===== config.mk =====
export PLATFORM = sky130hd
export DESIGN_NAME = next_fit_id_allocator_unit
export DESIGN_NICKNAME = d
export VERILOG_FILES = /design/src/hw/rtl/nfid_pkg.sv /design/src/hw/rtl/nfid_ram.sv /design/src/hw/rtl/nfid_find.sv /design/src/hw/rtl/next_fit_id_allocator_unit.sv
export SDC_FILE = /design/constraint.sdc
export NUM_CORES = 2
export LEC_CHECK = 0
export ABC_AREA = 1
export ABC_CLOCK_PERIOD_IN_PS = 4350
export BUFFER_PORTS_ARGS = -buffer_cell sky130_fd_sc_hd__buf_2
export CORE_MARGIN = 1.5
export CORE_UTILIZATION = 50
export CTS_CLUSTER_DIAMETER = 50
export DETAILED_ROUTE_END_ITERATION = 7
export PLACE_DENSITY_LB_ADDON = 0.15
export SLEW_MARGIN = 20
export SYNTH_ARGS = -nofsm -noshare
export SYNTH_HDL_FRONTEND = slang
export SYNTH_HIERARCHICAL = 1
export SYNTH_SLANG_ARGS = --single-unit

===== constraint.sdc =====
create_clock -name clock -period 4.35 [get_ports clock]
set_clock_uncertainty 0.05 [all_clocks]
set_input_delay 0.87 -clock clock [delete_from_list [all_inputs] [get_ports clock]]
set_output_delay 0.87 -clock clock [all_outputs]
set_load 0.03 [all_outputs]

===== src/hw/rtl/nfid_pkg.sv =====
// Shared constants, codes and types for the next-fit identifier allocator.
// Used by nfid_find and the allocator unit; it depends on nothing else.

package nfid_pkg;

   // Number of identifier slots; valid identifiers are 1..SLOTS.
   localparam int SLOTS = 127;

   // Port field widths.
   localparam int ACTION_W  = 2;
   localparam int SLOT_ID_W = 7;
   localparam int TAG_W     = 16;
   localparam int STATUS_W  = 3;

   // Internal identifier width, wide enough for SLOTS itself.
   localparam int IDX_W     = $clog2(SLOTS + 1);
   localparam int ID_EXT_W  = (SLOT_ID_W > IDX_W) ? SLOT_ID_W : IDX_W;

   // Free-slot search runs over groups of GRP_W bits.
   localparam int GRP_W     = 16;
   localparam int LOW_W     = $clog2(GRP_W);
   localparam int NUM_GRP   = (SLOTS + 1 + GRP_W - 1) / GRP_W;
   localparam int GRP_SEL_W = (NUM_GRP > 1) ? $clog2(NUM_GRP) : 1;
   localparam int VEC_W     = NUM_GRP * GRP_W;

   typedef enum logic [ACTION_W-1:0] {
      ACT_ALLOC   = 2'd0,
      ACT_PLACE   = 2'd1,
      ACT_RELEASE = 2'd2,
      ACT_LOOKUP  = 2'd3
   } action_type;

   typedef enum logic [STATUS_W-1:0] {
      ST_OK       = 3'd0,
      ST_FULL     = 3'd1,
      ST_RANGE    = 3'd2,
      ST_NOTFOUND = 3'd3,
      ST_ZEROTAG  = 3'd4
   } status_type;

   // Outcome of the free-slot search.
   typedef struct packed {
      logic             found;
      logic [IDX_W-1:0] id;
   } find_result_type;

endpackage


===== src/hw/rtl/nfid_ram.sv =====
// Generic single-port-write, single-port-read RAM with a registered read.
// Stand-alone; no package needed.

module nfid_ram #(
   parameter int WIDTH = 16,
   parameter int DEPTH = 128
) (
   input  logic                     clock,
   input  logic                     wr_en,
   input  logic [$clog2(DEPTH)-1:0] wr_addr,
   input  logic [WIDTH-1:0]         wr_data,
   input  logic [$clog2(DEPTH)-1:0] rd_addr,
   output logic [WIDTH-1:0]         rd_data
);

   logic [WIDTH-1:0] mem_ff [DEPTH];
   logic [WIDTH-1:0] rd_data_ff;

   always_ff @(posedge clock) begin
      if (wr_en) begin
         mem_ff[wr_addr] <= wr_data;
      end
      rd_data_ff <= mem_ff[rd_addr];
   end

   assign rd_data = rd_data_ff;

endmodule


===== src/hw/rtl/nfid_find.sv =====
// Two-stage circular first-free search over the slot occupancy vector.
// Depends on nfid_pkg for the group sizing and the result struct.

module nfid_find
   import nfid_pkg::*;
(
   input  logic             clock,
   input  logic [VEC_W-1:0] free_vec,
   input  logic [IDX_W-1:0] start_id,
   output find_result_type  result
);

   logic [VEC_W-1:0]   at_or_after;
   logic [NUM_GRP-1:0] any_hi_in, any_all_in;
   logic [LOW_W-1:0]   low_hi_in  [NUM_GRP];
   logic [LOW_W-1:0]   low_all_in [NUM_GRP];
   logic [NUM_GRP-1:0] any_hi_ff, any_all_ff;
   logic [LOW_W-1:0]   low_hi_ff  [NUM_GRP];
   logic [LOW_W-1:0]   low_all_ff [NUM_GRP];

   // Stage one: per group, whether it holds a free slot and the lowest one,
   // both for the part at or after the start and for the whole group.
   always_comb begin
      at_or_after = free_vec & ({VEC_W{1'b1}} << start_id);
      for (int g = 0; g < NUM_GRP; g++) begin
         any_hi_in[g]  = |at_or_after[g*GRP_W +: GRP_W];
         any_all_in[g] = |free_vec[g*GRP_W +: GRP_W];
         low_hi_in[g]  = '0;
         low_all_in[g] = '0;
         for (int b = GRP_W - 1; b >= 0; b--) begin
            if (at_or_after[g*GRP_W + b]) begin
               low_hi_in[g] = LOW_W'(b);
            end
            if (free_vec[g*GRP_W + b]) begin
               low_all_in[g] = LOW_W'(b);
            end
         end
      end
   end

   always_ff @(posedge clock) begin
      any_hi_ff  <= any_hi_in;
      any_all_ff <= any_all_in;
      low_hi_ff  <= low_hi_in;
      low_all_ff <= low_all_in;
   end

   // Stage two: the lowest free slot at or after the start wins; failing
   // that, the search wraps round to the lowest free slot overall.
   always_comb begin
      logic [GRP_SEL_W-1:0] grp_hi, grp_all;
      logic [LOW_W-1:0]     pick_low;
      logic [GRP_SEL_W-1:0] pick_grp;
      grp_hi  = '0;
      grp_all = '0;
      for (int g = NUM_GRP - 1; g >= 0; g--) begin
         if (any_hi_ff[g]) begin
            grp_hi = GRP_SEL_W'(g);
         end
         if (any_all_ff[g]) begin
            grp_all = GRP_SEL_W'(g);
         end
      end
      if (|any_hi_ff) begin
         pick_grp = grp_hi;
         pick_low = low_hi_ff[grp_hi];
      end else begin
         pick_grp = grp_all;
         pick_low = low_all_ff[grp_all];
      end
      result.found = |any_all_ff;
      result.id    = IDX_W'({pick_grp, pick_low});
   end

endmodule


===== src/hw/rtl/next_fit_id_allocator_unit.sv =====
// Next-fit identifier allocator. A request is accepted only in the idle state,
// so none is taken until the last has left the execute state, in which its
// response is registered. The cycle in which a request is accepted reads the
// owner tag RAM and reduces the free-slot vector to per-group results; the
// execute state picks the slot and writes the tag and occupancy back. An untaken
// response holds the next request there until rsp_ready. The occupancy bits
// sit in flip-flops cleared by reset; owner tags sit in a RAM with no reset,
// read only for occupied slots. Depends on nfid_pkg, nfid_ram and nfid_find.

module next_fit_id_allocator_unit
   import nfid_pkg::*;
(
   input  logic                 clock,
   input  logic                 reset,
   input  logic                 req_valid,
   output logic                 req_ready,
   input  logic [ACTION_W-1:0]  req_action,
   input  logic [SLOT_ID_W-1:0] req_slot_id,
   input  logic [TAG_W-1:0]     req_owner_tag,
   output logic                 rsp_valid,
   input  logic                 rsp_ready,
   output logic [STATUS_W-1:0]  rsp_status,
   output logic [SLOT_ID_W-1:0] rsp_result_id,
   output logic [TAG_W-1:0]     rsp_result_tag
);

   typedef enum logic {
      S_IDLE,
      S_EXEC
   } state_type;

   state_type            state_ff;
   logic [SLOTS:0]       valid_ff;
   logic [IDX_W-1:0]     last_ff;
   action_type           action_ff;
   logic                 in_range_ff;
   logic [IDX_W-1:0]     idx_ff;
   logic [TAG_W-1:0]     tag_ff;
   logic                 rsp_valid_ff;
   status_type           rsp_status_ff;
   logic [SLOT_ID_W-1:0] rsp_id_ff;
   logic [TAG_W-1:0]     rsp_tag_ff;

   logic [ID_EXT_W-1:0]  req_id_ext;
   logic [IDX_W-1:0]     req_idx;
   logic                 req_in_range;
   logic                 accept;
   logic                 done;
   logic [VEC_W-1:0]     free_vec;
   logic [IDX_W-1:0]     start_id;
   find_result_type      find;
   logic [IDX_W-1:0]     rd_addr;
   logic [TAG_W-1:0]     rd_tag;
   logic                 set_valid, clr_valid, write_tag;
   logic [IDX_W-1:0]     tgt_idx;
   status_type           status_in;
   logic [IDX_W-1:0]     id_in;
   logic [TAG_W-1:0]     tag_in;
   logic [ID_EXT_W-1:0]  id_in_ext;

   assign req_id_ext   = ID_EXT_W'(req_slot_id);
   assign req_idx      = req_id_ext[IDX_W-1:0];
   assign req_in_range = (req_id_ext != '0) && (req_id_ext <= ID_EXT_W'(SLOTS));

   assign req_ready = (state_ff == S_IDLE);
   assign accept    = req_valid && req_ready;
   assign done      = (state_ff == S_EXEC) && (!rsp_valid_ff || rsp_ready);

   // Slot zero and the padding above SLOTS never count as free.
   always_comb begin
      for (int i = 0; i < VEC_W; i++) begin
         free_vec[i] = (i >= 1) && (i <= SLOTS) && !valid_ff[i];
      end
   end

   assign start_id = (last_ff == IDX_W'(SLOTS)) ? IDX_W'(1) : IDX_W'(last_ff + 1'b1);

   nfid_find u_find (
      .clock    (clock),
      .free_vec (free_vec),
      .start_id (start_id),
      .result   (find)
   );

   assign rd_addr = (state_ff == S_IDLE) ? req_idx : idx_ff;

   nfid_ram #(
      .WIDTH (TAG_W),
      .DEPTH (SLOTS + 1)
   ) u_tag_ram (
      .clock   (clock),
      .wr_en   (done && write_tag),
      .wr_addr (tgt_idx),
      .wr_data (tag_ff),
      .rd_addr (rd_addr),
      .rd_data (rd_tag)
   );

   always_comb begin
      set_valid = 1'b0;
      clr_valid = 1'b0;
      write_tag = 1'b0;
      tgt_idx   = idx_ff;
      status_in = ST_OK;
      id_in     = '0;
      tag_in    = '0;
      if (action_ff == ACT_ALLOC) begin
         tgt_idx = find.id;
         if (tag_ff == '0) begin
            status_in = ST_ZEROTAG;
         end else if (find.found) begin
            set_valid = 1'b1;
            write_tag = 1'b1;
            id_in     = find.id;
         end else begin
            status_in = ST_FULL;
         end
      end else if (!in_range_ff) begin
         status_in = ST_RANGE;
      end else begin
         unique case (action_ff)
            ACT_PLACE: begin
               if (tag_ff == '0) begin
                  status_in = ST_ZEROTAG;
               end else begin
                  set_valid = 1'b1;
                  write_tag = 1'b1;
                  id_in     = idx_ff;
               end
            end
            ACT_RELEASE: begin
               clr_valid = 1'b1;
               id_in     = idx_ff;
            end
            ACT_LOOKUP: begin
               if (valid_ff[idx_ff]) begin
                  id_in  = idx_ff;
                  tag_in = rd_tag;
               end else begin
                  status_in = ST_NOTFOUND;
               end
            end
            default: begin
               status_in = ST_OK;
            end
         endcase
      end
   end

   assign id_in_ext = ID_EXT_W'(id_in);

   always_ff @(posedge clock) begin
      if (reset) begin
         state_ff     <= S_IDLE;
         valid_ff     <= '0;
         last_ff      <= '0;
         rsp_valid_ff <= 1'b0;
      end else begin
         unique case (state_ff)
            S_IDLE: begin
               if (accept) begin
                  state_ff <= S_EXEC;
               end
            end
            S_EXEC: begin
               if (done) begin
                  state_ff <= S_IDLE;
               end
            end
            default: begin
               state_ff <= S_IDLE;
            end
         endcase
         if (done) begin
            rsp_valid_ff <= 1'b1;
            if (set_valid) begin
               valid_ff[tgt_idx] <= 1'b1;
               last_ff           <= tgt_idx;
            end
            if (clr_valid) begin
               valid_ff[tgt_idx] <= 1'b0;
            end
         end else if (rsp_ready) begin
            rsp_valid_ff <= 1'b0;
         end
      end
      if (accept) begin
         action_ff   <= action_type'(req_action);
         in_range_ff <= req_in_range;
         idx_ff      <= req_idx;
         tag_ff      <= req_owner_tag;
      end
      if (done) begin
         rsp_status_ff <= status_in;
         rsp_id_ff     <= id_in_ext[SLOT_ID_W-1:0];
         rsp_tag_ff    <= tag_in;
      end
   end

   assign rsp_valid      = rsp_valid_ff;
   assign rsp_status     = rsp_status_ff;
   assign rsp_result_id  = rsp_id_ff;
   assign rsp_result_tag = rsp_tag_ff;

   // Slot zero is reserved and must never be marked occupied.
   a_slot_zero_free: assert property (@(posedge clock) disable iff (reset)
      !valid_ff[0])
      else $error("slot zero marked occupied");

   // The last identifier stays within the table.
   a_last_in_range: assert property (@(posedge clock) disable iff (reset)
      last_ff <= IDX_W'(SLOTS))
      else $error("last identifier beyond table");

   // An allocation only ever claims a slot that was free.
   a_alloc_claims_free: assert property (@(posedge clock) disable iff (reset)
      (done && action_ff == ACT_ALLOC && set_valid) |-> !valid_ff[find.id])
      else $error("allocation claimed an occupied slot");

   // After a successful allocation the claimed slot is occupied and is the last.
   a_alloc_updates: assert property (@(posedge clock) disable iff (reset)
      (done && action_ff == ACT_ALLOC && set_valid)
         |=> (valid_ff[$past(find.id)] && last_ff == $past(find.id)))
      else $error("allocation did not record the claimed slot");

endmodule

### Word-level counts from Yosys, hierarchy flattened

Memory sizes are Yosys's and may differ from the RTL's. A register that Yosys moved wholly into a read port is not among the register bits.
Index checks and enable logic that the tools add are counted.

| cells by class | value |
|---|---|
| $add $sub $neg | 1 |
| multipliers | 0 |
| divide/modulo/power cells | 0 |
| magnitude comparators | 6 |
| eq/ne operators | 4 |
| shift operators | 1 |
| muxes and demuxes | 304 |
| bitwise operators | 10 |
| reductions and logical operators | 205 |

Operator list:

| cell | number |
|---|---|
| $mux W4 | 133 |
| $mux W128 | 4 |
| $and A128 B128 Y128 | 2 |
| $mux W3 | 85 |
| $reduce_or A16 Y1 | 15 |
| $logic_not A1 Y1 | 128 |
| $not A128 Y128 | 1 |
| $or A128 B128 Y128 | 1 |
| $shl A128 B7 Y128 const A | 1 |
| $reduce_or A8 Y1 | 10 |
| $mux W2 | 33 |
| $mux W7 | 9 |
| $reduce_and A8 Y1 | 7 |
| $reduce_or A4 Y1 | 9 |
| $mux W1 | 33 |
| $reduce_and A4 Y1 | 7 |
| $bmux W4 S3 | 2 |
| $pmux W7 S3 | 1 |
| $logic_not A16 Y1 | 1 |
| $lt A7 B8 Y1 const B | 2 |
| $reduce_and A2 Y1 | 8 |
| $reduce_or A2 Y1 | 8 |
| $reduce_or A15 Y1 | 1 |
| $ge A4 B4 Y1 const B | 2 |
| 19 further kinds | 28 |

| word-level totals | value |
|---|---|
| bits in registers | 269 |
| latch bits | 0 |
| bits in writable memories | 2,048 |
| memory bits (read-only) | 0 |
| output and inout port bits | 28 |
| memories | 1 |

Memories:

| memory | words | width | read ports | clocked after memory_dff | write ports | RTL line | text |
|---|---|---|---|---|---|---|---|
| u_tag_ram.mem_ff | 128 | 16 | 1 | 1 | 1 | nfid_ram.sv:16 | `logic [WIDTH-1:0] mem_ff [DEPTH];` |

### Logic depth before layout (Yosys ltp)

| logic depth | value |
|---|---|
| depth in word-level cells | 24 |
| mapped depth | 26 |

### By module

Netlist, hierarchy kept.

Modules (own cells, without submodules):

| module | times used | cells each | area an instance (µm²) | sequential area each (µm²) |
|---|---|---|---|---|
| nfid_ram | 1 | 6,793 | 82,828.2 | 61,819.3 |
| next_fit_id_allocator_unit | 1 | 1,334 | 9,836.9 | 4,304.1 |
| nfid_find | 1 | 1,133 | 6,341.1 | 1,601.5 |

### Worst setup path before layout

OpenSTA, ideal clock, no wires.

| path | value |
|---|---|
| kind | register to register |
| from | register tag_ff[15] |
| to | memory u_tag_ram.mem_ff[105][0], enable pin |
| library setup time | 388 ps |
| arrival time | 4,198 ps |
| required time | 3,912 ps |
| path slack | -287 ps |
| stages on the path, launching flop included | 15 |
| buffers on the path | 2 |
| path through | edfxtp_1 nor2_1 nand2_1 nor2_1 nand2_1 inv_1 nor2_1 nand3_1 o21ai_2 nand2_1 inv_2 clkbuf_1 nand2_1 clkbuf_1 nor2_1 |

| between the ends | value |
|---|---|
| cells in the longest elaborated chain, start to end | 8 |

Ends and longest elaborated chain:

| what | RTL line | text |
|---|---|---|
| from (decl) | next_fit_id_allocator_unit.sv:38 | `logic [TAG_W-1:0] tag_ff;` |
| from (signal assigned) | next_fit_id_allocator_unit.sv:191 | `tag_ff <= req_owner_tag;` |
| $logic_not A16 Y1 (*) | next_fit_id_allocator_unit.sv:109, next_fit_id_allocator_unit.sv:123 |  |
| $mux W1 | next_fit_id_allocator_unit.sv:123 | `if (tag_ff == '0) begin` |
| $mux W1 | next_fit_id_allocator_unit.sv:121 | `unique case (action_ff)` |
| $mux W1 | next_fit_id_allocator_unit.sv:118 | `end else if (!in_range_ff) begin` |
| $mux W1 (*) | next_fit_id_allocator_unit.sv:107 | `if (action_ff == ACT_ALLOC) begin` |
| $logic_and A1 B1 Y1 (*) | next_fit_id_allocator_unit.sv:92 | `.wr_en (done && write_tag),` |
| $mux W1 (*) | nfid_ram.sv:20 | `if (wr_en) begin` |
| $mux W1 (not written as such) (*) | nfid_ram.sv:21 | `mem_ff[wr_addr] <= wr_data;` |
| to (decl) | nfid_ram.sv:16 |  |

Mark *: on every way between the ends. The rest lies on a longest branch, timed or not.

==> summary.txt <==
Outcome
  • Status: finished clean

Setup path
  • R2r startpoint: u_find/any_hi_ff[7]$_DFF_P_
  • CP max FO: 16
  • Critical path cell sequence: inv_1 > o21ai_0 > a21oi_1 > o21bai_1 > nand2_1 > inv_1 > buf_4 > nor2_1 > o22ai_1 > o21ai_0 > o211ai_1 > nand2_1 > o21ai_4 > inv_1 > nor2_1 > buf_4 > nand3_1 > nor2_1 > buf_4
  • CP max stage cell: o211ai_1
  • Critical path class: register to register
  • Arrival time worst endpoint: 4.66 ns
  • Worst R2R End: u_tag_ram/mem_ff[79][12]$_DFFE_PP_
  • R2r setup slk: roughly 0.23 ns
  • R2R cell count: 19
  • Critical Path RT: approximately 4.9 ns
  • Biggest cell delay along the critical path: between 0.4 and 0.5 ns
  • Worst Setup Start Kind: register
  • Worst setup EP type: register

Final layout
  • Layout Area Growth over Synthesis: 13.3%
  • Final Core Density: between 50% and 60%
  • Most common cell after layout, fill and taps aside: nand2_1
  • Nets: around 9500
  • Share of cells above drive strength 1: between 10% and 20%
  • Fin area: ~0.11 mm2
  • Most frequent cells in the layout: nand2_1, nand3_1, edfxtp_1, inv_1, nor2_1

Yosys
  • Cell count after synthesis: around 9000
  • Largest family of logic cells by synthesized area: simple AND/OR/NAND/NOR gates
  • Seq cells post-synth: around 2300
  • Netlist cell types: slightly above 50
  • Synth top area share: about 64%
  • Syn avg cell area: 10.7 um2
  • Cell taking the most area after synthesis: edfxtp_1
  • Top cells by area, synth: edfxtp_1, nand3_1, nand2_1, dfxtp_1, buf_2
  • Synth Cell Area: 0.0990 mm2
  • Synth Warn #: 6
  • Post-synthesis compound-gate area fraction: 3.06%
  • Primary FF master, synth: edfxtp_1
  • EDFF count, synth: 2100
  • Seq/Total Area, Yosys: 68.4%
  • Simple-Gate Fraction of Synth Area: about a quarter
  • FFs w/ async S/R, synth: 0%
  • Adder-Cell Fraction of Synth Area: 0.0126%
  • XOR/XNOR share of the synthesized area: 0.0177%
  • Mux contribution to synthesized area: 0%

Timing
  • Final Critical Period: 4.12 ns
  • Hold Fails Final Rpt: 0
  • Highest clock rate: 243 MHz
  • Worst Tran Pin Value: around 1.2 ns
  • Hold_ws: 0.0699 ns
  • Final period utilization: a little over nine tenths
  • Final setup vio count: 0
  • Slew Viols, Final: 0
  • Slew margin rel.: a little over a fifth
  • RSZ-0062 raised after global routing: false

Die
  • I/O pins: 57
  • Row count: between 150 and 200
  • Die W: around 450 um
  • Full die area: approximately 0.2 mm2
  • CORE AREA: slightly below 0.2 mm2
  • Die Ht: 448 um
  • Initial cell density of the core: between 50% and 60%

Worst hold path
  • Hold Path Cell Cnt: 1
  • Worst Hold End: tag_ff[4]$_DFFE_PP_
  • HP Class: input port to register
  • Min-delay src: req_owner_tag[4]

Global routing
  • Total grt overflow: 0
  • Pin count of the biggest net entering global routing: around 160
  • Antenna violations before repair: 9
  • First-pass GRT wire length: about 450 mm
  • GRT Total Usage: between 30 and 40%
  • Vias in the first global route: 66700

Power
  • Clock Power Share: between 40% and 50%
  • Gate power share: 10.9%
  • Internal: roughly 39 mW
  • Lkg Pwr: between 40 and 50 nW
  • Seq pwr share: between 40% and 50%
  • Worst vdd ir: about 0.00041 V
  • Overall Power: approximately 52 mW
  • Net Sw Frac: between 20% and 30%
  • P per Cell Area: ~460 mW/mm2
  • NetSw: roughly 13 mW

Place
  • I/O Buffers: 56
  • Placer Congestion: 1.00
  • Dpl hpwl: 186 mm
  • Area post-placement: about 0.10 mm2

Routing
  • Wirelength, routed: between 300 and 400 mm
  • Drt pass-1 iters: 6
  • Residual DRC: 0
  • Number of vias per cell: roughly 6
  • Routed vias: 71900
  • Iter 0 DRT Violations: 8997
  • Wire length per cell after detailed routing: 25.1 um
  • Detail Route Antenna Nets: 0

CTS
  • Clk buf depth: 4
  • Clock sinks: 2333
  • Worst-Skew Late Latency: 0.95 ns
  • Root Buffer: clkbuf_16
  • # hold bufs at CTS: 0
  • CTS clk-pin slew, worst paths: 0.06 ns
  • CTS tree: yes
  • Total CTS buffers: around 280
  • # H-tree levels: 5

Job
  • Total of max-cap violations: 0
[worst max-delay path: cells and delay by family, from the launching register on]
| family | cells | cell delay (ns) |
|---|---|---|
| flip-flops | 1 | 0.34 |
| AO/OA/AOI/OAI | 7 | 1.28 |
| buffers and inverters | 6 | 1.08 |
| AND/OR/NAND/NOR | 6 | 1.00 |
[sequential cells by signal (all words and copies together), names as in the netlist]
| signal | count |
|---|---|
| last_ff | 7 |
| u_find/low_all_ff | 32 |
| idx_ff | 7 |
| in_range_ff | 1 |
| u_tag_ram/rd_data | 16 |
| state_ff | 1 |
| u_find/any_all_ff | 8 |
| rsp_status | 3 |
| tag_ff | 16 |
| rsp_result_id | 7 |
| u_find/low_hi_ff | 32 |
| rsp_valid | 1 |
| u_tag_ram/mem_ff | 2048 |
| u_find/any_hi_ff | 8 |
| action_ff | 2 |
| valid_ff | 128 |
| rsp_result_tag | 16 |
[cell usage after synthesis, drive strengths merged, types with 13 or more instances]
cell,n
a21oi,223
a31oi,14
buf,442
clkbuf,111
dfxtp,233
edfxtp,2100
inv,404
nand2,2578
nand3,2339
nor2,396
nor3,64
nor4,14
o21ai,263
o22ai,13
[how the worst max path moves through the flow]
stage,start,end,slack [ns],depth (start not counted)
final,u_find/any_hi_ff[7]$_DFF_P_,u_tag_ram/mem_ff[79][12]$_DFFE_PP_,0.23,19
after CTS,u_find/any_hi_ff[7]$_DFF_P_,u_tag_ram/mem_ff[58][0]$_DFFE_PP_,0.16,20
after global placement,u_find/any_hi_ff[7]$_DFF_P_,u_tag_ram/mem_ff[58][5]$_DFFE_PP_,0.14,20
after detailed placement,u_find/any_hi_ff[7]$_DFF_P_,u_tag_ram/mem_ff[58][10]$_DFFE_PP_,0.20,20
after global routing,u_find/any_hi_ff[7]$_DFF_P_,u_tag_ram/mem_ff[79][12]$_DFFE_PP_,0.05,19
after floorplan,tag_ff[15]$_DFFE_PP_,u_tag_ram/mem_ff[106][0]$_DFFE_PP_,-0.29,14
[routing by layer]
layer / routed length (um) / GRT usage [%]
met5: 12 / 0
met4: 12300 / 12.0
met3: 27300 / 4.48
met2: 143000 / 47.9
met1: 124000 / 42.4
[per-stage QoR]
| stage | instances | setup TNS (ns) | setup slack, ns |
|---|---|---|---|
| final | 12300 | 0 | 0.233 |
| after global routing | 12200 | 0 | 0.0469 |
| after CTS | 12200 | 0 | 0.161 |
| after detailed placement | 11800 | 0 | 0.202 |
| after global placement | 11800 | 0 | 0.138 |
| after floorplan | 9261 | -400.32 | -0.287 |
[power by group through the flow]
stage	Clock [mW]	Combinational [mW]	Sequential (mW)
finish	21.7	5.67	24.7
global route	22.8	6.05	24.7
CTS	22.0	5.60	24.7
detailed placement	0	5.59	25.1
global placement	0	5.54	25.1
floorplan	0	3.19	25.3
[timing repair]
| item | 4_1_cts | 5_1_grt |
|---|---|---|
| endpoints found under the setup margin | 0 | 53 |
| buffers inserted | 0 | 1 |
| gates resized for setup | 0 | 3 |
[cells by family after synthesis]
family | after synthesis
DFF | 2333
and+or+nand+nor | 5409
AOI/OAI and AO/OA | 556
adders and majority gates | 1
buffers and inverters | 958
other | 1
xor gates and xnor gates | 2
[cell type report]
type / instances / area, um2
flip-flops and latches: 2333 / 67700
diodes: 2 / 5.00
inverters: 405 / 1560
repair buffers: 443 / 4160
clock inverters: 126 / 1060
well taps: 2640 / 3300
clock buffers: 331 / 7340
fillers: 16500 / 84900
multi-input cells: 5970 / 27000
(Power assumes the default switching activity.)
